**src/sv/tscs_pkg.sv**
```systemverilog
`timescale 1ns / 1ps
package tscs_pkg;

    // Default parameter values
    localparam int CHANNELS_DEF    = 8;
    localparam int SAMPLE_BITS_DEF = 16;
    localparam int QUEUE_DEPTH     = 2;

    // Fixed field widths
    localparam int CH_W     = 3;
    localparam int KNOB_W   = 17;
    localparam int FACTOR_W = 17;
    localparam int MODE_W   = 2;
    localparam int LAMP_W   = 8;
    localparam int TGT_W    = 16;
    localparam int SMOOTH_W = 32;
    localparam int CFG_IDX_W  = 1;
    localparam int CFG_DATA_W = 17;

    // Fixed-point constants (1/2048 V units, Q1.16 fractions)
    localparam logic [KNOB_W-1:0] ONE_Q16 = 17'd65536;
    localparam int TRIG_THRESHOLD = 2048;
    localparam int OUT_LIMIT      = 20480;

    // Range modes
    localparam logic [MODE_W-1:0] MODE_UNIPOLAR = 2'd0;
    localparam logic [MODE_W-1:0] MODE_BIPOLAR  = 2'd1;
    localparam logic [MODE_W-1:0] MODE_UNIT     = 2'd2;

    // Register indexes
    localparam logic [CFG_IDX_W-1:0] REG_RANGE_MODE = 1'b0;
    localparam logic [CFG_IDX_W-1:0] REG_SMOOTHING  = 1'b1;

    // Queue status between the job queue and its neighbors
    typedef struct packed {
        logic full;
        logic empty;
    } fifo_status_t;

endpackage

```
**src/sv/tscs_fifo.sv**
```systemverilog
`timescale 1ns / 1ps
module tscs_fifo
    import tscs_pkg::*;
#(
    parameter int WIDTH = 8,
    parameter int DEPTH = QUEUE_DEPTH
)
(
    input  logic             clk,
    input  logic             rst_n,
    input  logic             wr_en,
    input  logic [WIDTH-1:0] wr_data,
    input  logic             rd_en,
    output logic [WIDTH-1:0] rd_data,
    output fifo_status_t     status
);

    localparam int PTR_W = (DEPTH > 1) ? $clog2(DEPTH) : 1;
    localparam int CNT_W = $clog2(DEPTH + 1);

    logic [WIDTH-1:0] mem [DEPTH];
    logic [PTR_W-1:0] wr_ptr_reg, wr_ptr_next;
    logic [PTR_W-1:0] rd_ptr_reg, rd_ptr_next;
    logic [CNT_W-1:0] count_reg, count_next;
    logic             do_wr, do_rd;

    assign status.full  = (count_reg == CNT_W'(DEPTH));
    assign status.empty = (count_reg == '0);
    assign do_wr = wr_en && !status.full;
    assign do_rd = rd_en && !status.empty;
    assign rd_data = mem[rd_ptr_reg];

    // Pointer and fill count update
    always_comb
    begin
        wr_ptr_next = wr_ptr_reg;
        rd_ptr_next = rd_ptr_reg;
        count_next  = count_reg;
        if (do_wr)
        begin
            wr_ptr_next = (wr_ptr_reg == PTR_W'(DEPTH - 1)) ? '0 : wr_ptr_reg + 1'b1;
        end
        if (do_rd)
        begin
            rd_ptr_next = (rd_ptr_reg == PTR_W'(DEPTH - 1)) ? '0 : rd_ptr_reg + 1'b1;
        end
        if (do_wr && !do_rd)
        begin
            count_next = count_reg + 1'b1;
        end
        else if (do_rd && !do_wr)
        begin
            count_next = count_reg - 1'b1;
        end
    end

    always_ff @(posedge clk or negedge rst_n)
    begin
        if (!rst_n)
        begin
            wr_ptr_reg <= '0;
            rd_ptr_reg <= '0;
            count_reg  <= '0;
        end
        else
        begin
            wr_ptr_reg <= wr_ptr_next;
            rd_ptr_reg <= rd_ptr_next;
            count_reg  <= count_next;
        end
    end

    // Storage
    always_ff @(posedge clk)
    begin
        if (do_wr)
        begin
            mem[wr_ptr_reg] <= wr_data;
        end
    end

endmodule

```
**config.mk**
```make
export PLATFORM = sky130hd
export DESIGN_NAME = tscs_fifo
export DESIGN_NICKNAME = d
export VERILOG_FILES = /design/src/sv/tscs_pkg.sv /design/src/sv/tscs_fifo.sv
export SDC_FILE = /design/constraint.sdc
export NUM_CORES = 1
export LEC_CHECK = 0
export BUFFER_PORTS_ARGS = -buffer_cell sky130_fd_sc_hd__buf_2
export CORE_UTILIZATION = 52
export CTS_BUF_LIST = sky130_fd_sc_hd__clkbuf_16
export CTS_CLUSTER_DIAMETER = 120
export DETAILED_ROUTE_END_ITERATION = 7
export PLACE_DENSITY = 0.8
export SETUP_SLACK_MARGIN = 0.1
export SLEW_MARGIN = 20
export SYNTH_ARGS = -nofsm -noshare
export SYNTH_HDL_FRONTEND = slang
export SYNTH_SLANG_ARGS = --single-unit
export TNS_END_PERCENT = 20
```
**constraint.sdc**
```tcl
create_clock -name clk -period 2.8 [get_ports clk]
set_input_delay 0.14 -clock clk [delete_from_list [all_inputs] [get_ports clk]]
set_output_delay 0.14 -clock clk [all_outputs]
set_load 0.03 [all_outputs]
```
Word-level counts from Yosys, hierarchy flattened --
Memory sizes are Yosys's and may differ from the RTL's. Cells that the tools add are included.
Storage, ports and cells: latch bits 0, output and inout port bits 10, input bits 12, memories kept 1, register bits 4, logic and storage cells 25, bits in writable memories 16, memory bits (read-only) 0
Cells by class: shifts and indexed selects 0, $mul 0, add/sub/neg operators 4, $lt $le $gt $ge 0, multiplexer cells 6, bitwise operators 0, divide/modulo/power cells 0, equal/unequal tests 1, reductions and logical operators 10
Memory list:
- mem | words 2, width 8, read ports 1, clocked after memory_dff 0, wr ports 1, line tscs_fifo.sv:21 | logic [WIDTH-1:0] mem [DEPTH];
Operators by type and width (count):
- 1-bit logical AND | 4
- 1-bit logical NOT | 4
- 1-bit 2-to-1 mux | 4
- 2-bit 2-to-1 mux | 2
- 1-bit adder, second input constant | 2
- 2-bit by 1-bit adder with 2-bit output, second input constant | 1
- 2-bit equality test, second input constant | 1
- 2-bit logical NOT | 1
- 2-bit nonzero test | 1
- 2-bit by 1-bit subtractor with 2-bit output, second input constant | 1

Longest topological paths before layout --
depth after elaboration 7, gate-level depth with buffers 7, gate-level depth less buffers 7

Worst setup path before layout --
OpenSTA, ideal clock, no wires.
path kind register to register, from register count_reg[0], to memory mem[0][0] (enable), clock period less this slack 1392 ps, setup slack 1408 ps, path buffers 0, required time 2430 ps, arrival time 1022 ps, cell stages (with the launch flop) 4, cells stage by stage dfrtp_1 nand2b_1 nand2_2 nor2_1
On the way: cells in the longest elaborated chain, start to end 5
Ends and longest elaborated chain:
- from (decl) | line tscs_fifo.sv:24 | logic [CNT_W-1:0] count_reg, count_next;
- from (signal assigned) | line tscs_fifo.sv:69 | count_reg <= count_next;
- 2-bit equality test | line tscs_fifo.sv:27 | assign status.full = (count_reg == CNT_W'(DEPTH));
- 1-bit logical NOT | line tscs_fifo.sv:29 | assign do_wr = wr_en && !status.full;
- 1-bit logical AND | line tscs_fifo.sv:29
- 1-bit 2-to-1 mux | line tscs_fifo.sv:76 | if (do_wr)
- 1-bit 2-to-1 mux (implied by the code) | line tscs_fifo.sv:78 | mem[wr_ptr_reg] <= wr_data;
- to (decl) | line tscs_fifo.sv:21
Every way passes these cells.

Final worst setup path --
from register count_reg[0], to memory mem[0][4] (enable)
The elaborated chain is that of the path after synthesis.

==> impl_results.md <==
- Outcome: complete, no violations
- Avg Vias per Cell: 4.95
- Vert. Die Dim: about 41 um
- Dpl cell area: 901 sq um
- # resized after CTS: 0
- Achievable Freq: 625 MHz
- Delay-heaviest family, CP: simple AND/OR/NAND/NOR gates
- Clock buffer depth: 2
- Final hold slack: 0.0772 ns
- Rel. slew slack: 54.8%
- Lkg Pwr: ~0.42 nW
- Starting Density: 57.9%
- Synthesized Nets: 57
- Tightest Pin Transition: around 0.68 ns
- Register area share after synthesis: 74.2%
- Synth top area share: 61.4%
- DIE WIDTH: 40.8 um
- # diodes: 0
- Fin crit share: approximately 57%
- Number of buffers created by CTS: 3
- Tmin final: 1.60 ns
- Clk_lat worst skew: 0.25 ns
- Final WL: 1.18 mm
- Critical path required time: 2.68 ns
- RSZ-0062 raised after global routing: false
- Drt drc: 0
- Post-Syn Area: 782 sq um
- Htree depth: 1
- NumNets Final: 83
- Number of flip-flops in the largest register: 16
- Hold buffers post-CTS: 1
- Vias in the first global route: between 300 and 400
- Yosys top cell by area: edfxtp_1
- Drt first pass iters: 4
- Final ANT Viol Nets: 0
- Total GRT Usage: approximately 16%
- MaxCap Viol Count: 0
- Clock sinks: 20
- Max IR drop VDD: between 0.0007 and 0.0008 V
- # rows: 13
- Buffers & Inverters on Critical Path: 0
- Final Max Slew Viols: 0
- Final instance count without filler cells: between 80 and 90
- Placed instance count: 79
- Gr ovfl total: 0
- Yosys reg bits: 20
- Synth warnings: 0
- Reg clk slew, reported paths: 0.05 ns
- TNS Setup: 0 ns
- Synth unique cells: 15
- Pwr Density: 1190 nW/um^2
- Critical path startpoint category: flop
- Hold/Removal Path Class: in2reg
- EDFF count, synth: 16
- Crit-path cells: nand2b_1, nand2_2, nor2_1
- Top post-synthesis cells by area: edfxtp_1 61%, dfrtp_1 13%, mux2_1 8.6%, mux2_2 2.9%, xnor2_1 2.2%
- Average wire per cell in the routed design: 14.0 um
- Area Overhead vs Synth: 26.6%
- Largest net degree at the start of global routing: 12
- Global-route wire length before repair: 1.59 mm
- Initial antenna violation count: 0
- Synth async-reset ratio: between 20% and 30%
- Setup violators final: 0
- Core area: around 1400 sq um
- Commonest cells in the netlist: 16 x edfxtp_1, 6 x mux2_1, 4 x dfrtp_1, 3 x nor2_1
- Vias: 416
- Flop2flop setup slack: about 1.2 ns
- Most common cell in the netlist: edfxtp_1
- Setup Fix Bufs, Post-CTS: 0
- Final Wtd Congestion: 0.635
- Layout cells sized above 1: 40.6%
- CTS tree: built
- DIE AREA: 1660 sq um
- Slowest stage delay, CP: ~0.53 ns
- Top_reg_cell synth: edfxtp_1
- Setup Skew: 0.000929 ns
- Crit path max-delay cell type: nor2_1
- Port bufs: 21
- Final Cell Area: 990 sq um
- Data arrival, critical path: 1.48 ns
- Syn Area/Cell: 17.8 sq um
- Final hold vios: 0
- Crit Path Max Fanout: 8
- Top Ports: 22
- # fillers: 84
- DR iter-0 viols: 7
- DP HPWL: between 800 and 900 um
- Root buffer cell: clkbuf_16
- Worst Path Class, Setup: reg2reg
- Post-Syn Instances: 44
- Setup crit end kind: flop
==> per-stage QoR <==
step / utilization (%) / worst slack (ns) / power, W
final: 73.3 / 1.20 / 0.00118
after detailed placement: 66.7 / 1.18 / 0.000899
after CTS: 73.3 / 1.17 / 0.00119
after floorplan: - / 1.41 / 0.000791
after global placement: 66.7 / 1.30 / 0.000884
after global routing: 73.3 / 1.08 / 0.00123
==> worst reg2reg max path: cells and delay by family, from the launching register on <==
family | cells | cell delay (ns)
simple gates | 3 | 0.81
flops | 1 | 0.43
==> worst paths after layout <==
kind                               from           end  depth (start not counted)
setup / recovery           count_reg[0]     mem[0][4]                          3
hold / removal               wr_data[6]     mem[0][6]                          1
setup reg to reg           count_reg[0]     mem[0][4]                          3
hold reg to reg            count_reg[1]  count_reg[1]                          1
max in group asynchronous         rst_n    rd_ptr_reg                          2
min in group asynchronous         rst_n  count_reg[1]                          2
==> cells by family (layout without fill, tap and decap cells) <==
kind of cell	count (synthesis)	in the layout	share of synthesized area [%]
flops	20	20	74.2
fa+ha+maj	1	1	1.60
buf+inv	3	28	1.60
simple gates	6	6	3.84
mux	8	8	11.5
compound gates	1	1	0.639
xor+xnor	5	5	6.56
==> metal layers <==
metal / up-vias / GRT usage (%) / routed length [um]
li1: 206 / - / -
met1: 197 / 19.8 / 494
met2: 13 / 25.8 / 632
met3: 0 / 5.43 / 50
met4: 0 / 7.50 / 0
met5: - / 0 / 0
==> cell usage in the layout, fill, tap and decap left out <==
cell and n:
and3_1 1, buf_2 21, clkbuf_16 3, clkinv_1 1
dfrtp_1 4, dlygate4sd3_1 1, edfxtp_1 16, ha_1 1
inv_1 2, mux2_1 6, mux2_2 2, nand2_2 1
nand2b_1 1, nor2_1 3, o21ai_1 1, xnor2_1 2
xnor2_2 1, xor2_1 2
==> final cells by class <==
| class | count | area (sq um) | share of cell area, % |
|---|---|---|---|
| multi-input combinational | 21 | 189 | 19.1 |
| clock inverter | 1 | 3.75 | 0.379 |
| sequential | 20 | 581 | 58.7 |
| inverter | 2 | 7.51 | 0.759 |
| clock buffer | 3 | 75.1 | 7.59 |
| timing repair buffer | 22 | 115 | 11.6 |
| tap | 15 | 18.8 | 1.90 |
==> power breakdown <==
| part | internal [W] | leakage (nW) | switching (W) |
|---|---|---|---|
| clock | 0.000190 | 0.0385 | 0.0000954 |
| sequential | 0.000417 | 0.195 | 0.0000651 |
| combinational | 0.000155 | 0.183 | 0.000255 |
(Power assumes the default switching activity.)
