## src/sv/tscs_pkg.sv

```systemverilog
`timescale 1ns / 1ps
package tscs_pkg;

    // Default parameter values
    localparam int CHANNELS_DEF    = 8;
    localparam int SAMPLE_BITS_DEF = 16;
    localparam int QUEUE_DEPTH     = 2;

    // Fixed field widths
    localparam int CH_W     = 3;
    localparam int KNOB_W   = 17;
    localparam int FACTOR_W = 17;
    localparam int MODE_W   = 2;
    localparam int LAMP_W   = 8;
    localparam int TGT_W    = 16;
    localparam int SMOOTH_W = 32;
    localparam int CFG_IDX_W  = 1;
    localparam int CFG_DATA_W = 17;

    // Fixed-point constants (1/2048 V units, Q1.16 fractions)
    localparam logic [KNOB_W-1:0] ONE_Q16 = 17'd65536;
    localparam int TRIG_THRESHOLD = 2048;
    localparam int OUT_LIMIT      = 20480;

    // Range modes
    localparam logic [MODE_W-1:0] MODE_UNIPOLAR = 2'd0;
    localparam logic [MODE_W-1:0] MODE_BIPOLAR  = 2'd1;
    localparam logic [MODE_W-1:0] MODE_UNIT     = 2'd2;

    // Register indexes
    localparam logic [CFG_IDX_W-1:0] REG_RANGE_MODE = 1'b0;
    localparam logic [CFG_IDX_W-1:0] REG_SMOOTHING  = 1'b1;

    // Queue status between the job queue and its neighbors
    typedef struct packed {
        logic full;
        logic empty;
    } fifo_status_t;

endpackage

```

## src/sv/tscs_back.sv

```systemverilog
`timescale 1ns / 1ps
module tscs_back
    import tscs_pkg::*;
#(
    parameter int SAMPLE_BITS = SAMPLE_BITS_DEF
)
(
    input  logic                          clk,
    input  logic                          rst_n,
    input  fifo_status_t                  q_status,
    input  logic [CH_W+1+KNOB_W+SAMPLE_BITS-1:0] job_data,
    output logic                          job_take,
    input  logic [MODE_W-1:0]             range_mode,
    input  logic [FACTOR_W-1:0]           smoothing_factor,
    input  logic                          pop,
    output logic                          empty,
    output logic signed [SAMPLE_BITS-1:0] out_level,
    output logic [CH_W-1:0]               active_channel,
    output logic [LAMP_W-1:0]             lamp_mask
);

    localparam int PROD_W  = KNOB_W + 1 + SAMPLE_BITS;
    localparam int DIFF_W  = SMOOTH_W + 1;
    localparam int SLEW_W  = DIFF_W + FACTOR_W + 1;
    localparam int SUM_W   = SMOOTH_W + 4;
    localparam int Q_W     = 19;
    localparam int RECIP_W = 20;
    localparam logic [RECIP_W-1:0] RECIP5 = 20'd838861;   // ceil(2^22 / 5)
    localparam logic signed [PROD_W-1:0] Q_MAX = PROD_W'(327684);
    localparam logic signed [SUM_W-1:0] S_MAX = SUM_W'(64'sh7FFF_FFFF);
    localparam logic signed [SUM_W-1:0] S_MIN = SUM_W'(-64'sh8000_0000);

    // Sequencer states
    localparam logic [2:0] ST_IDLE = 3'd0;
    localparam logic [2:0] ST_MUL  = 3'd1;
    localparam logic [2:0] ST_DIV  = 3'd2;
    localparam logic [2:0] ST_TGT  = 3'd3;
    localparam logic [2:0] ST_SLEW = 3'd4;
    localparam logic [2:0] ST_OUT  = 3'd5;

    logic [2:0] state_reg, state_next;

    // Job registers
    logic [CH_W-1:0]               sel_reg;
    logic                          present_reg;
    logic [KNOB_W-1:0]             k_reg;
    logic signed [SAMPLE_BITS-1:0] cv_reg;
    logic signed [PROD_W-1:0]      prod_reg;
    logic [KNOB_W-1:0]             v_reg;
    logic signed [TGT_W-1:0]       target_reg;
    logic signed [SLEW_W-1:0]      slew_reg;
    logic signed [SMOOTH_W-1:0]    s_reg, s_next;

    // Output slot
    logic                          out_valid_reg, out_valid_next;
    logic signed [SAMPLE_BITS-1:0] out_level_reg;
    logic [CH_W-1:0]               out_ch_reg;
    logic [LAMP_W-1:0]             out_lamp_reg;

    logic [CH_W-1:0]               job_sel;
    logic                          job_present;
    logic [KNOB_W-1:0]             job_knob;
    logic [SAMPLE_BITS-1:0]        job_cv;

    logic signed [PROD_W-1:0]      q;
    logic [Q_W+RECIP_W-1:0]        quot;
    logic [KNOB_W-1:0]             v_calc;
    logic [19:0]                   v5;
    logic [17:0]                   v_unit;
    logic signed [TGT_W-1:0]       t_uni;
    logic signed [TGT_W-1:0]       target_calc;
    logic [FACTOR_W-1:0]           f_sat;
    logic signed [DIFF_W-1:0]      diff;
    logic signed [SLEW_W-1:0]      slew_calc;
    logic signed [SLEW_W-1:0]      step;
    logic signed [SUM_W-1:0]       sum;
    logic signed [SMOOTH_W-1:0]    s_sat;
    logic signed [SMOOTH_W:0]      o_round;
    logic signed [16:0]            o17;
    logic signed [TGT_W-1:0]       o_clamp;
    logic                          slot_free;
    logic                          finish;

    assign {job_sel, job_present, job_knob, job_cv} = job_data;
    assign job_take  = (state_reg == ST_IDLE) && !q_status.empty;
    assign slot_free = !out_valid_reg || pop;
    assign finish    = (state_reg == ST_OUT) && slot_free;

    // CV scaling: floor(k*cv / 20480) as floor(floor(k*cv / 4096) / 5), clamped 0..1
    assign q    = prod_reg >>> 12;
    assign quot = (Q_W + RECIP_W)'(q[Q_W-1:0]) * (Q_W + RECIP_W)'(RECIP5);
    always_comb
    begin
        if (q < 0)
        begin
            v_calc = '0;
        end
        else if (q > Q_MAX)
        begin
            v_calc = ONE_Q16;
        end
        else
        begin
            v_calc = quot[22 +: KNOB_W];
        end
    end

    // Range scaling
    assign v5     = (20'(v_reg) << 2) + 20'(v_reg) + 20'd8;
    assign v_unit = 18'(v_reg) + 18'd16;
    assign t_uni  = $signed(v5[19:4]);
    always_comb
    begin
        case (range_mode)
            MODE_BIPOLAR: target_calc = t_uni - 16'sd10240;
            MODE_UNIT:    target_calc = $signed(16'(v_unit[17:5]));
            default:      target_calc = t_uni;
        endcase
    end

    // One-pole step
    assign f_sat     = (smoothing_factor > ONE_Q16) ? ONE_Q16 : smoothing_factor;
    assign diff      = $signed({{(DIFF_W - TGT_W - 16){target_reg[TGT_W-1]}},
                                target_reg, 16'b0}) - DIFF_W'(s_reg);
    assign slew_calc = diff * $signed({1'b0, f_sat});

    // New smoothed value, saturated, then rounded to the output grid
    assign step = slew_reg >>> 16;
    assign sum  = SUM_W'(s_reg) + $signed(step[SUM_W-1:0]);
    always_comb
    begin
        if (sum > S_MAX)
        begin
            s_sat = S_MAX[SMOOTH_W-1:0];
        end
        else if (sum < S_MIN)
        begin
            s_sat = S_MIN[SMOOTH_W-1:0];
        end
        else
        begin
            s_sat = sum[SMOOTH_W-1:0];
        end
    end
    assign o_round = (SMOOTH_W + 1)'(s_sat) + (SMOOTH_W + 1)'(32768);
    assign o17     = $signed(o_round[SMOOTH_W:16]);
    always_comb
    begin
        if (o17 > 17'sd20480)
        begin
            o_clamp = 16'sd20480;
        end
        else if (o17 < -17'sd20480)
        begin
            o_clamp = -16'sd20480;
        end
        else
        begin
            o_clamp = o17[TGT_W-1:0];
        end
    end

    // Sequencer
    always_comb
    begin
        state_next     = state_reg;
        s_next         = s_reg;
        out_valid_next = out_valid_reg;
        if (pop && out_valid_reg)
        begin
            out_valid_next = 1'b0;
        end
        case (state_reg)
            ST_IDLE: if (!q_status.empty) state_next = ST_MUL;
            ST_MUL:  state_next = ST_DIV;
            ST_DIV:  state_next = ST_TGT;
            ST_TGT:  state_next = ST_SLEW;
            ST_SLEW: state_next = ST_OUT;
            ST_OUT:
            begin
                if (slot_free)
                begin
                    state_next     = ST_IDLE;
                    s_next         = s_sat;
                    out_valid_next = 1'b1;
                end
            end
            default: state_next = ST_IDLE;
        endcase
    end

    always_ff @(posedge clk or negedge rst_n)
    begin
        if (!rst_n)
        begin
            state_reg     <= ST_IDLE;
            s_reg         <= '0;
            out_valid_reg <= 1'b0;
        end
        else
        begin
            state_reg     <= state_next;
            s_reg         <= s_next;
            out_valid_reg <= out_valid_next;
        end
    end

    // Datapath registers
    always_ff @(posedge clk)
    begin
        if (job_take)
        begin
            sel_reg     <= job_sel;
            present_reg <= job_present;
            k_reg       <= (job_knob > ONE_Q16) ? ONE_Q16 : job_knob;
            cv_reg      <= $signed(job_cv);
        end
        if (state_reg == ST_MUL)
        begin
            prod_reg <= $signed({1'b0, k_reg}) * cv_reg;
        end
        if (state_reg == ST_DIV)
        begin
            v_reg <= present_reg ? v_calc : k_reg;
        end
        if (state_reg == ST_TGT)
        begin
            target_reg <= target_calc;
        end
        if (state_reg == ST_SLEW)
        begin
            slew_reg <= slew_calc;
        end
        if (finish)
        begin
            out_level_reg <= SAMPLE_BITS'(o_clamp);
            out_ch_reg    <= sel_reg;
            out_lamp_reg  <= LAMP_W'(1) << sel_reg;
        end
    end

    assign empty          = !out_valid_reg;
    assign out_level      = out_level_reg;
    assign active_channel = out_ch_reg;
    assign lamp_mask      = out_lamp_reg;

endmodule

```

## config.mk

```make
export PLATFORM = sky130hd
export DESIGN_NAME = tscs_back
export DESIGN_NICKNAME = d
export VERILOG_FILES = /design/src/sv/tscs_pkg.sv /design/src/sv/tscs_back.sv
export SDC_FILE = /design/constraint.sdc
export NUM_CORES = 2
export LEC_CHECK = 0
export BUFFER_PORTS_ARGS = -buffer_cell sky130_fd_sc_hd__buf_2
export CORE_ASPECT_RATIO = 1.5
export CORE_UTILIZATION = 30
export CTS_BUF_LIST = sky130_fd_sc_hd__clkbuf_4 sky130_fd_sc_hd__clkbuf_8 sky130_fd_sc_hd__clkbuf_16
export CTS_CLUSTER_SIZE = 40
export DETAILED_ROUTE_END_ITERATION = 10
export PLACE_DENSITY = 0.54
export SYNTH_ARGS = -nofsm -noshare
export SYNTH_HDL_FRONTEND = slang
export SYNTH_SLANG_ARGS = --single-unit
```

## constraint.sdc

```tcl
create_clock -name clk -period 13.2 [get_ports clk]
set_clock_uncertainty 0.05 [all_clocks]
set_input_delay 2.64 -clock clk [delete_from_list [all_inputs] [get_ports clk]]
set_output_delay 2.64 -clock clk [all_outputs]
set_load 0.01 [all_outputs]
```

== Yosys cells after proc, flatten, opt, wreduce, memory -nomap -nowiden ==
Cells that the tools add are included.
Widths: inputs -> output; s select.
Word-level totals
  register bits: 218
  bits in latches: 0
  bits in writable memories: 0
  ROM bits: 0
  input bits: 61
  output and inout bits: 29
  logic and storage cells: 67
  memories: 0
Cells by class
  add/subtract/negate cells: 7
  multipliers: 3
  div/mod/pow operators: 0
  magnitude comparators: 8
  equal/unequal tests: 9
  shift operators: 1
  multiplexer cells: 14
  bitwise operators: 0
  reductions and logical operators: 10
Operators with widths (count)
  $mux 17: 4
  $mux 32: 2
  $mul 33x18->51: 1
  $mul 19x20->39 const B: 1
  $add 32x35->36: 1
  $gt 36x32->1 const B: 1
  $lt 36x32->1 const B: 1
  $gt 17x17->1 const B: 2
  $mul 18x16->34: 1
  $add 32x17->33 const B: 1
  $sub 32x32->33: 1
  $pmux 16 s2: 1
  $gt 22x20->1 const B: 1
  $lt 22x1->1 const B: 1
  $add 19x17->20: 1
  $add 20x4->20 const B: 1
  $add 17x5->18 const B: 1
  $pmux 3 s6: 1
  $gt 17x16->1 const B: 1
  $lt 17x16->1 const B: 1
  $mux 16: 1
  $sub 16x15->16 const B: 1
  $shl 1x3->8 const A: 1
  $eq 3x2->1 const B: 2
  other kinds (13): 22

== Depth between registers and ports, before layout ==
  word-level depth: 7
  gate-level depth with buffers: 41
  mapped depth without buffers: 40

== Worst setup path after synthesis ==
No wires, ideal clock.
  kind: input to register
  start point: in smoothing_factor[3]
  end point: reg slew_reg[50] (data pin)
  library setup time: 0.260 ns
  arrival time: 10.097 ns
  data required time: 12.890 ns
  setup slack: 2.793 ns
  stages on the path: 33
  path buffers: 2
  cells stage by stage: nor4_1 nand4_1 nand2_1 clkbuf_1 and2_0 clkbuf_1 nand2_1 fa_1 fa_1 fa_1 fa_1 inv_1 fa_1 inv_1 fa_1 inv_1 ha_1 a21o_1 a211o_1 a211oi_1 a21oi_1 a41o_1 nand3_1 a211o_1 a21oi_1 o21ai_0 a21oi_1 o2111ai_1 nand2_1 and4_1 a2111o_1 a21oi_1 xnor2_1
Between the ends
  cells in the longest elaborated chain, start to end: 3
RTL lines
  start, declared: line tscs_back.sv:14  | input logic [FACTOR_W-1:0] smoothing_factor,
  $gt 17x17->1: line tscs_back.sv:122  | assign f_sat = (smoothing_factor > ONE_Q16) ? ONE_Q16 : smoothing_factor;
  $mux 17 *: line tscs_back.sv:122
  $mul 33x18->51 *: line tscs_back.sv:125  | assign slew_calc = diff * $signed({1'b0, f_sat});
  via slew_calc[50]: line tscs_back.sv:74  | logic signed [SLEW_W-1:0] slew_calc;
  end signal, assigned: line tscs_back.sv:232  | slew_reg <= slew_calc;
  end, declared: line tscs_back.sv:51  | logic signed [SLEW_W-1:0] slew_reg;
The timed path passes the listed nets; every way through them passes the cells marked *.
A chain may end at the register's enable or synchronous reset.

== Final worst setup path ==
Ends and elaborated chain as after synthesis.

==> results.md <==
- Status: finished, final reports clean
- R2R depth: 39
- Clock sink count: 190
- Most common cell after layout, fill and taps aside: inv_1
- FFs w/ async S/R, synth: 0.189
- Area grow syn2layout: 7.72%
- Largest register FFs: 35
- Post-synth EDFFs: approximately 150
- Largest net degree at the start of global routing: 57
- Number of port buffers: 88
- Worst Setup End Kind: flip-flop
- Max-cap violations: 0
- Clk Tree Root Cell: clkbuf_16
- Post-CTS setup buffer count: 0
- Die area: about 150000 µm²
- RSZ-0062 raised after global routing: no
- Largest stage delay, worst path: between 600 and 700 ps
- Avg Cell Area, Syn: a little over 9 µm²
- Fmax: between 0.08 and 0.09 GHz
- CP max-delay cell: and2_1
- Via-to-Cell Ratio: 4.76
- Via count: roughly 32000
- Yosys warning total: 0
- Residual DRC: 0
- Initial antenna violation count: 1
- Share of layout cells above drive strength 1: 0.0535
- Drt first pass iters: 6
- Final max-slew violation count: 0
- Min Hold Slack: roughly 530 ps
- Clk pin slew, worst setup/hold paths: roughly 90 ps
- Post-CTS sizing: 0
- Sequential cell area: between 5000 and 6000 µm²
- Net count after synthesis: 6190
- Multi-input gate area: 33900 µm²
- Crit path launch type: input port
- Synth unique cells: 99
- Clk buf depth: 2
- Post-Place Cells: between 6000 and 7000
- CP Capture Point: slew_reg[50]
- Rel. slew slack: 0.270
- Critical path launch point: smoothing_factor[3]
- Arr. time, crit path: 11900 ps
- Die Wd: 316 µm
- Min Tclk post-route: about 12000 ps
- Req. time, crit path: 13400 ps
- First DRT Iteration DRCs: 1386
- Period utilization: 0.887
- Height of the chip: between 400 and 500 µm
- Worst R2R Setup Slack: 2350 ps
- Hold-fix buffers at CTS: 0
- Final setup margin: roughly 1500 ps
- Crit Path Category: input port to flip-flop
- Row Count: ~170
- CORE AREA: roughly 150000 µm²
- Synthesis-stage register bit count: 190
- Post-detailed-route count of antenna-violating nets: 0
- Vias in the first global route: approximately 35000
- Post-Layout Cell Count: between 6000 and 7000
- HPWL after detailed placement: 102 mm
- Io pins: 90
- Clock latency on the worst-skew pair: 510 ps
- Grt ovf: 0
- Sequential element share of the synthesized area: 0.125
- Crit Path Max Fanout: 31
- Routability cong.: 0.882
- Num CTS Buffers: 17
- Most frequent cells in the layout: 1140 x inv_1, 836 x fa_1, 602 x nand2_1, 471 x ha_1, 274 x nor2_1
- RR Endpoint: slew_reg[50]
- Setup TNS: 0 ps
- Worst slew pin tran: ~1100 ps
- Setup-violating endpoint count in the final report: 0
- Net total in the final layout: approximately 6200
- Final WL: between 100 and 150 mm
- Gr usage total: 0.169
- Initial Util: 0.302
- Fillers: between 15000 and 20000
- Mean routed wirelength per cell: 18.1 µm
- TritonCTS clock tree: built
- Hold Fails Final Rpt: 0
- H-tree depth: 4
- Hold crit path type: flip-flop to flip-flop
- First-pass GRT wire length: between 150 and 200 mm
- Syn Inst Count: slightly below 5000
- Ant diodes: 0
- RR Startpoint: s_reg[1]
- Synth Flop Type: edfxtp_1
- Post-Syn Area: approximately 44000 µm²
- Dpl ws: ~1100 ps
[synth_stat cells (7+ instances only)]
| cell | count | area share |
|---|---|---|
| inv_1 | 1140 | 0.097 |
| fa_1 | 836 | 0.38 |
| nand2_1 | 602 | 0.051 |
| ha_1 | 471 | 0.13 |
| nor2_1 | 275 | 0.023 |
| and2_1 | 193 | 0.027 |
| edfxtp_1 | 154 | 0.10 |
| a21oi_1 | 148 | 0.017 |
| clkbuf_1 | 144 | 0.012 |
| xnor2_1 | 116 | 0.023 |
| o21ai_0 | 80 | 0.0090 |
| xor2_1 | 69 | 0.014 |
| a21o_1 | 55 | 0.0093 |
| nor2b_1 | 44 | 0.0062 |
| nor3_1 | 43 | 0.0049 |
| nand3_1 | 40 | 0.0045 |
| dfrtp_1 | 36 | 0.020 |
| nand2b_1 | 30 | 0.0042 |
| and3_1 | 26 | 0.0037 |
| o21a_1 | 23 | 0.0039 |
| o21ai_1 | 16 | 0.0018 |
| nand4_1 | 14 | 0.0020 |
| nor4_1 | 14 | 0.0020 |
| a31oi_1 | 13 | 0.0018 |
| or2_2 | 12 | 0.0017 |
| a211oi_1 | 9 | 0.0015 |
| a22o_1 | 9 | 0.0018 |
| o22ai_1 | 9 | 0.0013 |
| or3_1 | 9 | 0.0013 |
| a41o_1 | 8 | 0.0018 |
| o21bai_1 | 8 | 0.0014 |
| o32ai_1 | 8 | 0.0016 |
| a21boi_0 | 7 | 0.0012 |
| buf_2 | 7 | 0.00079 |
| nor3b_1 | 7 | 0.0012 |
| o2111ai_1 | 7 | 0.0014 |
[stage by stage]
step,utilization,instance area (µm²)
2_1_floorplan,-,44300
3_3_place_gp,0.322,47100
3_5_place_dp,0.322,47100
4_1_cts,0.326,47800
5_1_grt,0.326,47800
6_report,0.326,47800
[kinds of logic after synthesis]
family / synth area share
xor+xnor: 0.0373
simple gates: 0.144
compound gates: 0.0700
buf+inv: 0.111
fa+ha+maj: 0.512
flops: 0.125
mux: 0.00141
[how the worst min path moves through the flow]
stage | from | to | slack [ps] | cells after the start
3_5_place_dp | s_reg[22] | s_reg[22] | 510 | 2
5_1_grt | s_reg[16] | s_reg[16] | 570 | 2
6_report | s_reg[22] | s_reg[22] | 530 | 2
2_1_floorplan | out_valid_reg | out_valid_reg | 460 | 2
3_3_place_gp | s_reg[22] | s_reg[22] | 500 | 2
4_1_cts | s_reg[22] | s_reg[22] | 530 | 2
[metal layers]
layer | GRT usage | up-vias | wire (µm)
met4 | 0.0891 | 0 | 7230
met5 | 0 | - | 0
met1 | 0.176 | 16400 | 43900
li1 | - | 14800 | -
met2 | 0.332 | 697 | 68200
met3 | 0.0131 | 276 | 3370
[final cells by class]
type / instances / area share
repair buffers: 161 / 0.0207
clock buffers: 18 / 0.00907
multi-input cells: 3333 / 0.711
flip-flops and latches: 190 / 0.116
inverters: 1142 / 0.0898
clock inverters: 14 / 0.00380
well taps: 1914 / 0.0502
[critical path, delay by kind of cell]
kind            cells  cell delay (ps)
xor+xnor            1               90
fa+ha+maj           7             2910
buf+inv             7              860
simple gates        8             2320
compound gates     12             3070
Power is not shown: default switching activity piles up to over one toggle a cycle in this logic, so the estimate is an artifact.
