`config.mk`:
```
export PLATFORM = sky130hd
export DESIGN_NAME = tscs_front
export DESIGN_NICKNAME = d
export VERILOG_FILES = /design/src/sv/tscs_pkg.sv /design/src/sv/tscs_front.sv
export SDC_FILE = /design/constraint.sdc
export NUM_CORES = 1
export LEC_CHECK = 0
export ABC_AREA = 1
export BUFFER_PORTS_ARGS = -buffer_cell sky130_fd_sc_hd__buf_2
export CORE_MARGIN = 8
export CORE_UTILIZATION = 56
export CTS_BUF_LIST = sky130_fd_sc_hd__clkbuf_2 sky130_fd_sc_hd__clkbuf_4 sky130_fd_sc_hd__clkbuf_8
export DETAILED_ROUTE_END_ITERATION = 16
export MAX_ROUTING_LAYER = met4
export PLACE_DENSITY = 0.78
export SYNTH_ARGS = -nofsm -noshare
export SYNTH_HDL_FRONTEND = slang
export SYNTH_SLANG_ARGS = --single-unit
```
`constraint.sdc`:
```
create_clock -name clk -period 2.3 [get_ports clk]
set_clock_uncertainty 0.1 [all_clocks]
set_input_delay 0.23 -clock clk [delete_from_list [all_inputs] [get_ports clk]]
set_output_delay 0.23 -clock clk [all_outputs]
set_load 0.1 [all_outputs]
```
`src/sv/tscs_pkg.sv`:
```
`timescale 1ns / 1ps
package tscs_pkg;

    // Default parameter values
    localparam int CHANNELS_DEF    = 8;
    localparam int SAMPLE_BITS_DEF = 16;
    localparam int QUEUE_DEPTH     = 2;

    // Fixed field widths
    localparam int CH_W     = 3;
    localparam int KNOB_W   = 17;
    localparam int FACTOR_W = 17;
    localparam int MODE_W   = 2;
    localparam int LAMP_W   = 8;
    localparam int TGT_W    = 16;
    localparam int SMOOTH_W = 32;
    localparam int CFG_IDX_W  = 1;
    localparam int CFG_DATA_W = 17;

    // Fixed-point constants (1/2048 V units, Q1.16 fractions)
    localparam logic [KNOB_W-1:0] ONE_Q16 = 17'd65536;
    localparam int TRIG_THRESHOLD = 2048;
    localparam int OUT_LIMIT      = 20480;

    // Range modes
    localparam logic [MODE_W-1:0] MODE_UNIPOLAR = 2'd0;
    localparam logic [MODE_W-1:0] MODE_BIPOLAR  = 2'd1;
    localparam logic [MODE_W-1:0] MODE_UNIT     = 2'd2;

    // Register indexes
    localparam logic [CFG_IDX_W-1:0] REG_RANGE_MODE = 1'b0;
    localparam logic [CFG_IDX_W-1:0] REG_SMOOTHING  = 1'b1;

    // Queue status between the job queue and its neighbors
    typedef struct packed {
        logic full;
        logic empty;
    } fifo_status_t;

endpackage

```
`src/sv/tscs_front.sv`:
```
`timescale 1ns / 1ps
module tscs_front
    import tscs_pkg::*;
#(
    parameter int CHANNELS    = CHANNELS_DEF,
    parameter int SAMPLE_BITS = SAMPLE_BITS_DEF
)
(
    input  logic                          clk,
    input  logic                          rst_n,
    input  logic                          push,
    input  logic [CH_W-1:0]               channel,
    input  logic signed [SAMPLE_BITS-1:0] trigger_level,
    input  logic signed [SAMPLE_BITS-1:0] cv_level,
    input  logic                          cv_present,
    input  logic [KNOB_W-1:0]             knob_level,
    input  logic                          frame_end,
    input  fifo_status_t                  q_status,
    output logic                          full,
    output logic                          job_push,
    output logic [CH_W+1+KNOB_W+SAMPLE_BITS-1:0] job_data
);

    localparam int IDX_W = $clog2(CHANNELS);

    // Per-channel stores, no reset
    logic [SAMPLE_BITS-1:0] cv_mem      [CHANNELS];
    logic                   present_mem [CHANNELS];
    logic [KNOB_W-1:0]      knob_mem    [CHANNELS];

    logic [CH_W-1:0]  active_reg, active_next;
    logic             best_valid_reg, best_valid_next;
    logic [CH_W-1:0]  best_reg, best_next;

    logic             accept;
    logic             ch_ok;
    logic             hit;
    logic             best_valid_now;
    logic [CH_W-1:0]  best_now;
    logic [CH_W-1:0]  new_active;
    logic [IDX_W-1:0] wr_idx, rd_idx;
    logic             bypass;
    logic [SAMPLE_BITS-1:0] sel_cv;
    logic             sel_present;
    logic [KNOB_W-1:0] sel_knob;

    assign full   = q_status.full;
    assign accept = push && !full;
    assign ch_ok  = (32'(channel) < CHANNELS);
    assign wr_idx = IDX_W'(channel);

    // Highest triggered channel of the frame so far, this item included
    assign hit = ch_ok && (trigger_level > TRIG_THRESHOLD)
                 && (!best_valid_reg || (channel > best_reg));
    assign best_valid_now = best_valid_reg || hit;
    assign best_now       = hit ? channel : best_reg;
    assign new_active     = best_valid_now ? best_now : active_reg;
    assign rd_idx         = IDX_W'(new_active);

    // Read the active entry, forwarding the item being stored
    assign bypass      = ch_ok && (channel == new_active);
    assign sel_cv      = bypass ? cv_level   : cv_mem[rd_idx];
    assign sel_present = bypass ? cv_present : present_mem[rd_idx];
    assign sel_knob    = bypass ? knob_level : knob_mem[rd_idx];

    assign job_push = accept && frame_end;
    assign job_data = {new_active, sel_present, sel_knob, sel_cv};

    // Frame tracking
    always_comb
    begin
        active_next     = active_reg;
        best_valid_next = best_valid_reg;
        best_next       = best_reg;
        if (accept)
        begin
            if (frame_end)
            begin
                active_next     = new_active;
                best_valid_next = 1'b0;
                best_next       = '0;
            end
            else
            begin
                best_valid_next = best_valid_now;
                best_next       = best_now;
            end
        end
    end

    always_ff @(posedge clk or negedge rst_n)
    begin
        if (!rst_n)
        begin
            active_reg     <= '0;
            best_valid_reg <= 1'b0;
            best_reg       <= '0;
        end
        else
        begin
            active_reg     <= active_next;
            best_valid_reg <= best_valid_next;
            best_reg       <= best_next;
        end
    end

    // Store writes
    always_ff @(posedge clk)
    begin
        if (accept && ch_ok)
        begin
            cv_mem[wr_idx]      <= cv_level;
            present_mem[wr_idx] <= cv_present;
            knob_mem[wr_idx]    <= knob_level;
        end
    end

endmodule

```
# After elaboration in Yosys (flattened, before gate mapping)
# Memories as Yosys holds them, arrays and structs flattened.
# Cells that the tools add are included.
[op_classes]
order_cmp = 2
eq_ne = 1
n_mux = 9
reduce_logical = 8
[op_table]
columns = ["operator", "count"]
rows = [
  ["$mux W17", 1],
  ["$gt A16 B13 Y1 const B", 1],
  ["$mux W16", 1],
  ["$mux W3", 3],
  ["$mux W1", 4],
  ["$eq A3 B3 Y1", 1],
  ["$gt A3 B3 Y1", 1],
  ["$logic_and A1 B1 Y1", 3],
  ["$logic_not A1 Y1", 2],
  ["$logic_or A1 B1 Y1", 2],
  ["$reduce_and A2 Y1", 1],
]
[word_totals]
register_bits = 7
ramBits = 272
output_inout_bits = 39
wordCells = 26
mem_count = 3
[memory_table]
columns = ["memory", "words", "width", "read_ports", "rd_ports_with_merged_regs", "write_ports", "line_no", "rtl"]
rows = [
  ["knob_mem", 8, 17, 1, 0, 1, "tscs_front.sv:29", "logic [KNOB_W-1:0] knob_mem [CHANNELS];"],
  ["cv_mem", 8, 16, 1, 0, 1, "tscs_front.sv:27", "logic [SAMPLE_BITS-1:0] cv_mem [CHANNELS];"],
  ["present_mem", 8, 1, 1, 0, 1, "tscs_front.sv:28", "logic present_mem [CHANNELS];"],
]

# Logic depth before layout (Yosys ltp)
# Gate-level depths: netlist of run 1.
[logic_depth]
ltp_word = 7
ltp_mapped = 19
mapped_depth_nobuf = 17

# Worst setup path after synthesis of run 1
# No wires, ideal clock.
[synth_timing]
path_kind = "reg-to-output"
startpoint = "reg best_reg[2]"
endpoint = "out job_data[18]"
t_arrival_ps = 3357
setup_slack_ps = -1387
path_stages_with_launch = 16
n_path_buf = 1
path_cell_list = "dfrtp_1 inv_1 ha_1 a21oi_1 nand2_1 nand2_1 nand2_1 nand3_2 inv_1 nand2_1 nand3_1 nand2_1 clkbuf_1 nand3_1 nand3_1 nand2_1"
[synth_between]
elab_chain_len = 7
elab_cells_between_ends = 9
[synth_rtl]
columns = ["item", "line_no", "rtl"]
rows = [
  ["from (decl)", "tscs_front.sv:33", "logic [CH_W-1:0] best_reg, best_next;"],
  ["from (signal assigned)", "tscs_front.sv:103", "best_reg <= best_next;"],
  ["$gt A3 B3 Y1", "tscs_front.sv:54", "&& (!best_valid_reg || (channel > best_reg));"],
  ["$logic_or A1 B1 Y1", "tscs_front.sv:54", ""],
  ["$logic_and A1 B1 Y1", "tscs_front.sv:54", ""],
  ["$mux W3 or $logic_or A1 B1 Y1 (tied branches)", "tscs_front.sv:56, tscs_front.sv:55", ""],
  ["$mux W3 *", "tscs_front.sv:57", "assign new_active = best_valid_now ? best_now : active_reg;"],
  ["net job_data[36]", "tscs_front.sv:21", "output logic [CH_W+1+KNOB_W+SAMPLE_BITS-1:0] job_data"],
  ["$mem_v2 Z8 W17 or $eq A3 B3 Y1 (tied branches)", "n/a", ""],
  ["$mux W17 *", "tscs_front.sv:64", "assign sel_knob = bypass ? knob_level : knob_mem[rd_idx];"],
  ["to (decl)", "tscs_front.sv:21", ""],
]
# The timed path passes the listed nets; every way through them passes the cells marked *.

# Worst setup path in the final report of run 1
[layout_timing]
startpoint = "reg best_reg[2]"
endpoint = "out job_data[33]"
[layout_between]
elab_chain_len = 7
elab_cells_between_ends = 9
[layout_rtl]
columns = ["item", "line_no", "rtl"]
rows = [
  ["$gt A3 B3 Y1", "tscs_front.sv:54", ""],
  ["$logic_or A1 B1 Y1", "tscs_front.sv:54", ""],
  ["$logic_and A1 B1 Y1", "tscs_front.sv:54", ""],
  ["$mux W3 or $logic_or A1 B1 Y1 (tied branches)", "tscs_front.sv:56, tscs_front.sv:55", ""],
  ["$mux W3 *", "tscs_front.sv:57", ""],
  ["$mem_v2 Z8 W1 or $eq A3 B3 Y1 (tied branches)", "n/a", ""],
  ["$mux W1 *", "tscs_front.sv:63", "assign sel_present = bypass ? cv_present : present_mem[rd_idx];"],
]
# Mark *: on every way between the ends. The rest lies on a longest branch, timed or not.

==> impl_results.md, run 1 <==
* Initial antenna violation count at 2
* Gpl congestion at 0.898
* Top cells by area, synth: edfxtp_1, nand3_1, inv_1
* Worst reg2reg path depth at 14
* Internal reg-to-reg setup slack at 0.02 ns
* Clk_lat worst skew at 0.56 ns
* Number of synthesized register bits at 279
* Slew of the pin with the lowest slew margin at 0.485 ns
* Final period util at 155%
* Syn Nets at 1384
* Final wirelength at 44.6 mm
* Yosys top cell by area: edfxtp_1
* Unrepaired setup endpoints after global routing: true
* YS warnings at 0
* Dpl cells at 1758
* R2r endpoint: active_reg[2]
* WHS Path Cells at 5
* Clock root buffer: clkbuf_8
* Clock power frac at 22.9%
* Sequential power share at 30.1%
* Vias post-DR at 11387
* Crit-path max FO at 13
* I/O pin count at 98
* Min cycle time layout at 3.56 ns
* Synth cell types at 26
* Setup TNS Final at -43.45 ns
* Arrival time at the worst endpoint at 3.23 ns
* P_sw at 7.68 mW
* Most flops, register: knob_mem
* Pwr dens at 1030 mW/mm2
* Synth top area share at 62.6%
* Final worst slack at -1.26 ns
* Drt via density at 5.95
* Setup Crit Path Kind: reg -> out
* # Max-Cap Violations at 0
* Detailed placer's ending HPWL at 22.2 mm
* Total Power at 19.1 mW
* Final net count at 1619
* Status: complete, but fails checks
* Final Hold Viols at 0
* F_max at 281 MHz
* Drt pass-1 iters at 6
* P_int at 11.4 mW
* Startpoint Class: flip-flop
* Effective utilization at floorplan at 56.3%
* Chip height at 169 um
* Die W at 169 um
* Critical path launch point: best_reg[2]
* Final core occ at 80.4%
* DRT iter0 DRCs at 1702
* Largest net degree at the start of global routing at 35
* Area grow syn2layout at 42.9%
* Switching share of total power at 40.2%
* CP required at 1.97 ns
* Number of buffers created by CTS at 45
* Worst IR Drop VDD at 0.905 mV
* Antenna Nets Post-Route at 0
* Vias in the first global route at 11584
* Critical path destination: job_data[33]
* Finished Layout Cells at 1913
* Final setup viols at 37
* Layout cells sized above 1 at 29.8%
* H-tree Lvls at 2
* Post-synthesis cell area at 0.0130 mm2
* Endpoint class of the critical path: output port
* Residual DRC at 0
* Clock Pin Slew Worst Setup and Hold Paths at 0.06 ns
* R2R Path Start: best_reg[2]
* Largest register FFs at 136
* CTS Buffer Depth at 3
* # clock sinks at 279
* GRT met1 Usage at 34.8%
* Total congestion overflow at 0
* GRT Util Overall at 31.1%
* Biggest regs: knob_mem x136, cv_mem x128, present_mem x8
* M2 GR Usage at 51.7%
* Hold Path Class: in -> reg
* Hold_ws at 0.0883 ns
* Register area share after synthesis at 63.9%
* CTS tree: done
* First-pass GRT wire length at 65.8 mm
* Slew margin rel. at 67.9%
* Pleak at 8.12 nW
* Failing checks: setup timing
* GR peak layer: met2
* Core box area at 0.0232 mm2
* Mapped Cells at 1322
* Port Buffers at 96
* Met3 Use GR at 6.80%
* Rows at 56
* Die ar. at 0.0284 mm2
* Drt wl/cell at 23.3 um
* Synthesized area per cell at 9.87 um2
* Fin. max-slew vios at 0
* Combinational group share of total power at 47.0%
[placed cells by master (no fill, tap or decap), drive strengths merged, types with 16 or more instances in the layout]
master / count
nand3: 387
dlygate4sd3: 37
buf: 224
inv: 290
edfxtp: 272
clkbuf: 65
nand2: 219
clkinv: 16
nor2: 20
nand4: 36
[stage by stage]
step	setup WS, ns	area [um2]
3_5_place_dp	-0.510	16400
5_1_grt	-1.36	18600
6_report	-1.26	18600
3_3_place_gp	-0.431	16400
4_1_cts	-1.07	18400
2_1_floorplan	-0.349	14300
[kinds of logic after synthesis]
logic type,synth area share [%]
buffers and inverters,11.4
adders and majority gates,0.288
DFF,63.9
and+or+nand+nor,24.0
AOI/OAI and AO/OA,0.355
[Yosys cell counts]
| library cell | number |
|---|---|
| or2_1 | 1 |
| o22ai_1 | 3 |
| or2_0 | 1 |
| inv_1 | 288 |
| nor2_2 | 2 |
| nand3_1 | 384 |
| inv_2 | 2 |
| nand2_1 | 212 |
| buf_2 | 31 |
| nand2_4 | 2 |
| ha_1 | 3 |
| buf_1 | 10 |
| nand4_1 | 36 |
| clkbuf_1 | 22 |
| nor2_1 | 18 |
| edfxtp_1 | 272 |
| a21oi_1 | 1 |
| a211oi_1 | 1 |
| buf_4 | 9 |
| nand2_2 | 5 |
| nand3_2 | 2 |
| or2_2 | 1 |
| nand3_4 | 1 |
| o21ai_0 | 3 |
| buf_6 | 5 |
| dfrtp_1 | 7 |
[worst min-delay path by stage]
| stage | start | to | slack (ns) |
|---|---|---|---|
| after global routing | q_status[1] | best_valid_reg | 0.1 |
| after detailed placement | rst_n | best_valid_reg | -0.03 |
| final | q_status[1] | best_valid_reg | 0.09 |
| after CTS | q_status[1] | best_reg[0] | 0.06 |
| after floorplan | rst_n | active_reg[0] | -0.17 |
| after global placement | rst_n | active_reg[1] | -0.03 |
[timing repair]
action | 4_1_cts | 5_1_grt
cloned | 9 | 2
hold buffers | 37 | 0
resized for setup | 72 | 30
pin swaps | 30 | 41
buffers inserted | 16 | 7
endpoints found under the setup margin | 37 | 39
endpoints found under the hold margin | 283 | 0
[power by group through the flow]
| stage | clock [mW] | sequential, mW | combinational [mW] |
|---|---|---|---|
| detailed placement | 0 | 5.85 | 7.96 |
| global route | 4.58 | 5.75 | 9.29 |
| floorplan | 0 | 5.84 | 5.39 |
| finish | 4.39 | 5.75 | 8.99 |
| global placement | 0 | 5.84 | 7.85 |
| CTS | 4.32 | 5.74 | 8.66 |
[critical path: stages, from the launching register on]
cell,delay (ns)
dfrtp_1,0.41
inv_2,0.09
ha_4,0.21
a21oi_2,0.14
nand2_1,0.07
nand2_1,0.07
nand2_2,0.08
nand3_4,0.16
inv_4,0.08
nand2_4,0.06
nand3_2,0.07
nand2_2,0.08
buf_4,0.15
buf_12,0.18
buf_12,0.16
nand3_1,0.11
nand3_1,0.14
nand3_2,0.11
nand2_4,0.11
buf_12,0.18
[cell type report]
| type | count | area, um2 |
|---|---|---|
| flip-flops and latches | 279 | 8340 |
| clock inverters | 19 | 134 |
| diodes | 2 | 5.00 |
| clock buffers | 63 | 767 |
| multi-input cells | 676 | 4690 |
| well taps | 319 | 399 |
| repair buffers | 265 | 3210 |
| fillers | 1242 | 4550 |
| inverters | 290 | 1090 |
[metal layers]
layer,vias to the layer above,routed length [um],share of wire (%)
met5,-,0,0
met4,0,2650,6.0
met3,202,5210,12
met2,924,22000,49
met1,5379,14700,33
li1,4882,-,-
(Power assumes the default switching activity.)
==> inputs of run 2 (changes only) <==
--- a/config.mk
+++ b/config.mk
@@ -5,8 +5,8 @@
 export SDC_FILE = /design/constraint.sdc
 export NUM_CORES = 1
 export LEC_CHECK = 0
-export ABC_AREA = 1
 export BUFFER_PORTS_ARGS = -buffer_cell sky130_fd_sc_hd__buf_2
+export CAP_MARGIN = 40
 export CORE_MARGIN = 8
 export CORE_UTILIZATION = 56
 export CTS_BUF_LIST = sky130_fd_sc_hd__clkbuf_2 sky130_fd_sc_hd__clkbuf_4 sky130_fd_sc_hd__clkbuf_8
==> run 2 against run 1 <==
Against the previous run:
- the flow still finishes with violations (setup timing)
- via count shrank 29%
- highest routed layer unchanged
- first-iteration DRC count shrank 56%
- synthesized area shrank 11%
- clock power shrank 3%
- cell count shrank 32%
- sequential share of layout area grew 7.9 points
- combinational power shrank 24%
- largest cell class unchanged
- critical path type unchanged
- sequential power is essentially flat
==> impl_results.md, run 2 <==
* Most flops, register: knob_mem
* Count leader, synth: edfxtp_1
* Vias post-DR at 8136
* Layout cells sized above 1 at 31.6%
* Synth top cells by count: edfxtp_1, nand2_1, a21oi_1
* Drt pass-1 iters at 7
* Post-synthesis cell area at 0.0116 mm2
* Antenna Nets Post-Route at 0
* Fin. max-slew vios at 0
* Top cells by area, synth: edfxtp_1, mux2i_1, a221o_1
* Arrival time at the worst endpoint at 3.45 ns
* Synthesized area per cell at 14.6 um2
* EDFF count, synth at 272
* Commonest non-fill, non-tap cell in the layout: edfxtp_1
* Internal reg-to-reg setup slack at 0.08 ns
* Final wirelength at 31.4 mm
* Number of synthesized register bits at 279
* Worst IR Drop VDD at 0.860 mV
* Register area share after synthesis at 72.1%
* Most used DFF post-synth: edfxtp_1
* DRT iter0 DRCs at 741
* Post-synth ARST share at 2.51%
* Area grow syn2layout at 36.9%
* Rows at 52
* Effective utilization at floorplan at 57.1%
* Crit-path max FO at 14
* Final worst slack at -1.48 ns
* Final Hold Viols at 0
* Vias in the first global route at 8282
* Status: complete, but fails checks
* Biggest regs: knob_mem x136, cv_mem x128, present_mem x8
* Pleak at 5.65 nW
* Slew of the pin with the lowest slew margin at 0.558 ns
* Final core occ at 78.2%
* Min cycle time layout at 3.78 ns
* Detailed placer's ending HPWL at 15.9 mm
* Worst reg2reg path depth at 10
* H-tree Lvls at 2
* Final period util at 165%
* Startpoint Class: flip-flop
* WHS Path Cells at 3
* Drt wl/cell at 24.2 um
* CP required at 1.97 ns
* Number of buffers created by CTS at 44
* Most frequent cells in the layout: edfxtp_1, nand2_1, a21oi_1, buf_12, buf_2
* CTS Buffer Depth at 3
* Drt via density at 6.26
* Final setup viols at 37
* Gpl congestion at 0.841
* Slew margin rel. at 62.8%
* Clock Pin Slew Worst Setup and Hold Paths at 0.05 ns
* Largest register FFs at 136
* Synth top area share at 70.6%
* Residual DRC at 0
* Final net count at 1058
* Largest net degree at the start of global routing at 35
* Hold_ws at 0.0188 ns
* Unrepaired setup endpoints after global routing: true
* Chip height at 160 um
* I/O pin count at 98
* CTS tree: done
* Failing checks: setup timing
* Synth cell types at 47
* Yosys top cell by area: edfxtp_1
* Setup Crit Path Kind: reg -> out
* Core box area at 0.0202 mm2
* GRT Util Overall at 23.7%
* Mapped Cells at 793
* Total congestion overflow at 0
* # Max-Cap Violations at 0
* Syn Nets at 855
* Hold Path Class: in -> reg
* Die ar. at 0.0255 mm2
* Pwr dens at 1070 mW/mm2
* Port Buffers at 96
* Endpoint class of the critical path: output port
* Initial antenna violation count at 0
* Die W at 160 um
* YS warnings at 0
* Clk_lat worst skew at 0.54 ns
* # clock sinks at 279
* Antenna Cells at 0
* F_max at 264 MHz
* First-pass GRT wire length at 46.3 mm
* Clock root buffer: clkbuf_8
[run 2: changes by cell type after synthesis, moves of 21 or more]
cell,before,now
nor2_1,18,39
mux2i_1,0,41
a31oi_1,0,33
inv_1,288,7
nand3_1,384,0
a211oi_1,1,26
and3_1,0,26
a21oi_1,1,71
a221o_1,0,40
a211o_1,0,26
nand2_1,212,79
nand4_1,36,3
[run 2: worst max-delay path, stage by stage, from the launching register on]
cell and delay [ns]:
dfrtp_1 0.39, inv_2 0.07, ha_4 0.19, nor2b_4 0.12, o21ai_2 0.15, a32oi_2 0.11, a311oi_4 0.27, and2_4 0.31
inv_12 0.09, buf_4 0.19, mux2i_1 0.17, a221o_1 0.41, a31oi_4 0.23, buf_12 0.19
[run 2: timing repair]
item                       in CTS  in global routing
gates cloned                    5                  4
hold endpoints to repair      280                  0
pin swaps                      27                 25
hold buffers                   37                  0
setup endpoints to repair      39                 43
setup buffers                   6                  2
gates resized for setup        31                 20
[run 2: per-stage QoR]
stage | setup TNS, ns | cell area, um2 | std cells | setup slack, ns | power, mW
finish | -48.87 | 15800 | 1299 | -1.48 | 16.9
global route | -53.45 | 15800 | 1299 | -1.58 | 17.4
CTS | -48.06 | 15700 | 1293 | -1.38 | 16.7
detailed placement | -33.14 | 14000 | 1166 | -0.976 | 12.1
global placement | -30.43 | 14000 | 1166 | -0.894 | 12.0
floorplan | -88.82 | 12200 | 793 | -1.24 | 9.93
[run 2: layer usage]
| layer | wire length (um) | track usage, % | vias to the layer above |
|---|---|---|---|
| met4 | 892 | 9.22 | 0 |
| met5 | 0 | - | - |
| met2 | 15700 | 39.3 | 486 |
| met1 | 12000 | 28.4 | 4004 |
| met3 | 2810 | 4.42 | 85 |
| li1 | - | - | 3561 |
[run 2: kinds of logic after synthesis]
| family | count (synthesis) | share of synthesized area (%) |
|---|---|---|
| and+or+nand+nor | 176 | 7.08 |
| xor gates and xnor gates | 2 | 0.152 |
| DFF | 279 | 72.1 |
| buffers and inverters | 72 | 2.95 |
| muxes | 42 | 3.65 |
| adders and majority gates | 3 | 0.325 |
| AOI/OAI and AO/OA | 219 | 13.7 |
[run 2: final cells by class]
cell class	count	area, um2
Multi-Input combinational cell	442	3590
Tap cell	270	338
Timing Repair Buffer	219	2620
Fill cell	1057	4400
Sequential cell	279	8340
Inverter	10	57.6
Clock inverter	28	223
Clock buffer	51	664
[run 2: power breakdown]
group | internal (mW) | switching [mW] | leakage (nW) | total, mW
clock network | 2.29 | 1.97 | 0.472 | 4.26
registers | 5.70 | 0.0487 | 2.55 | 5.75
logic | 2.70 | 4.14 | 2.63 | 6.85
total | 10.7 | 6.16 | 5.65 | 16.9
[run 2: final timing paths]
kind / startpoint / end
max: best_reg[1] / job_data[15]
min: frame_end / best_reg[0]
max reg2reg: best_reg[1] / active_reg[1]
min reg2reg: active_reg[2] / active_reg[2]
max in group asynchronous: rst_n / best_reg[0]
min in group asynchronous: rst_n / active_reg[2]
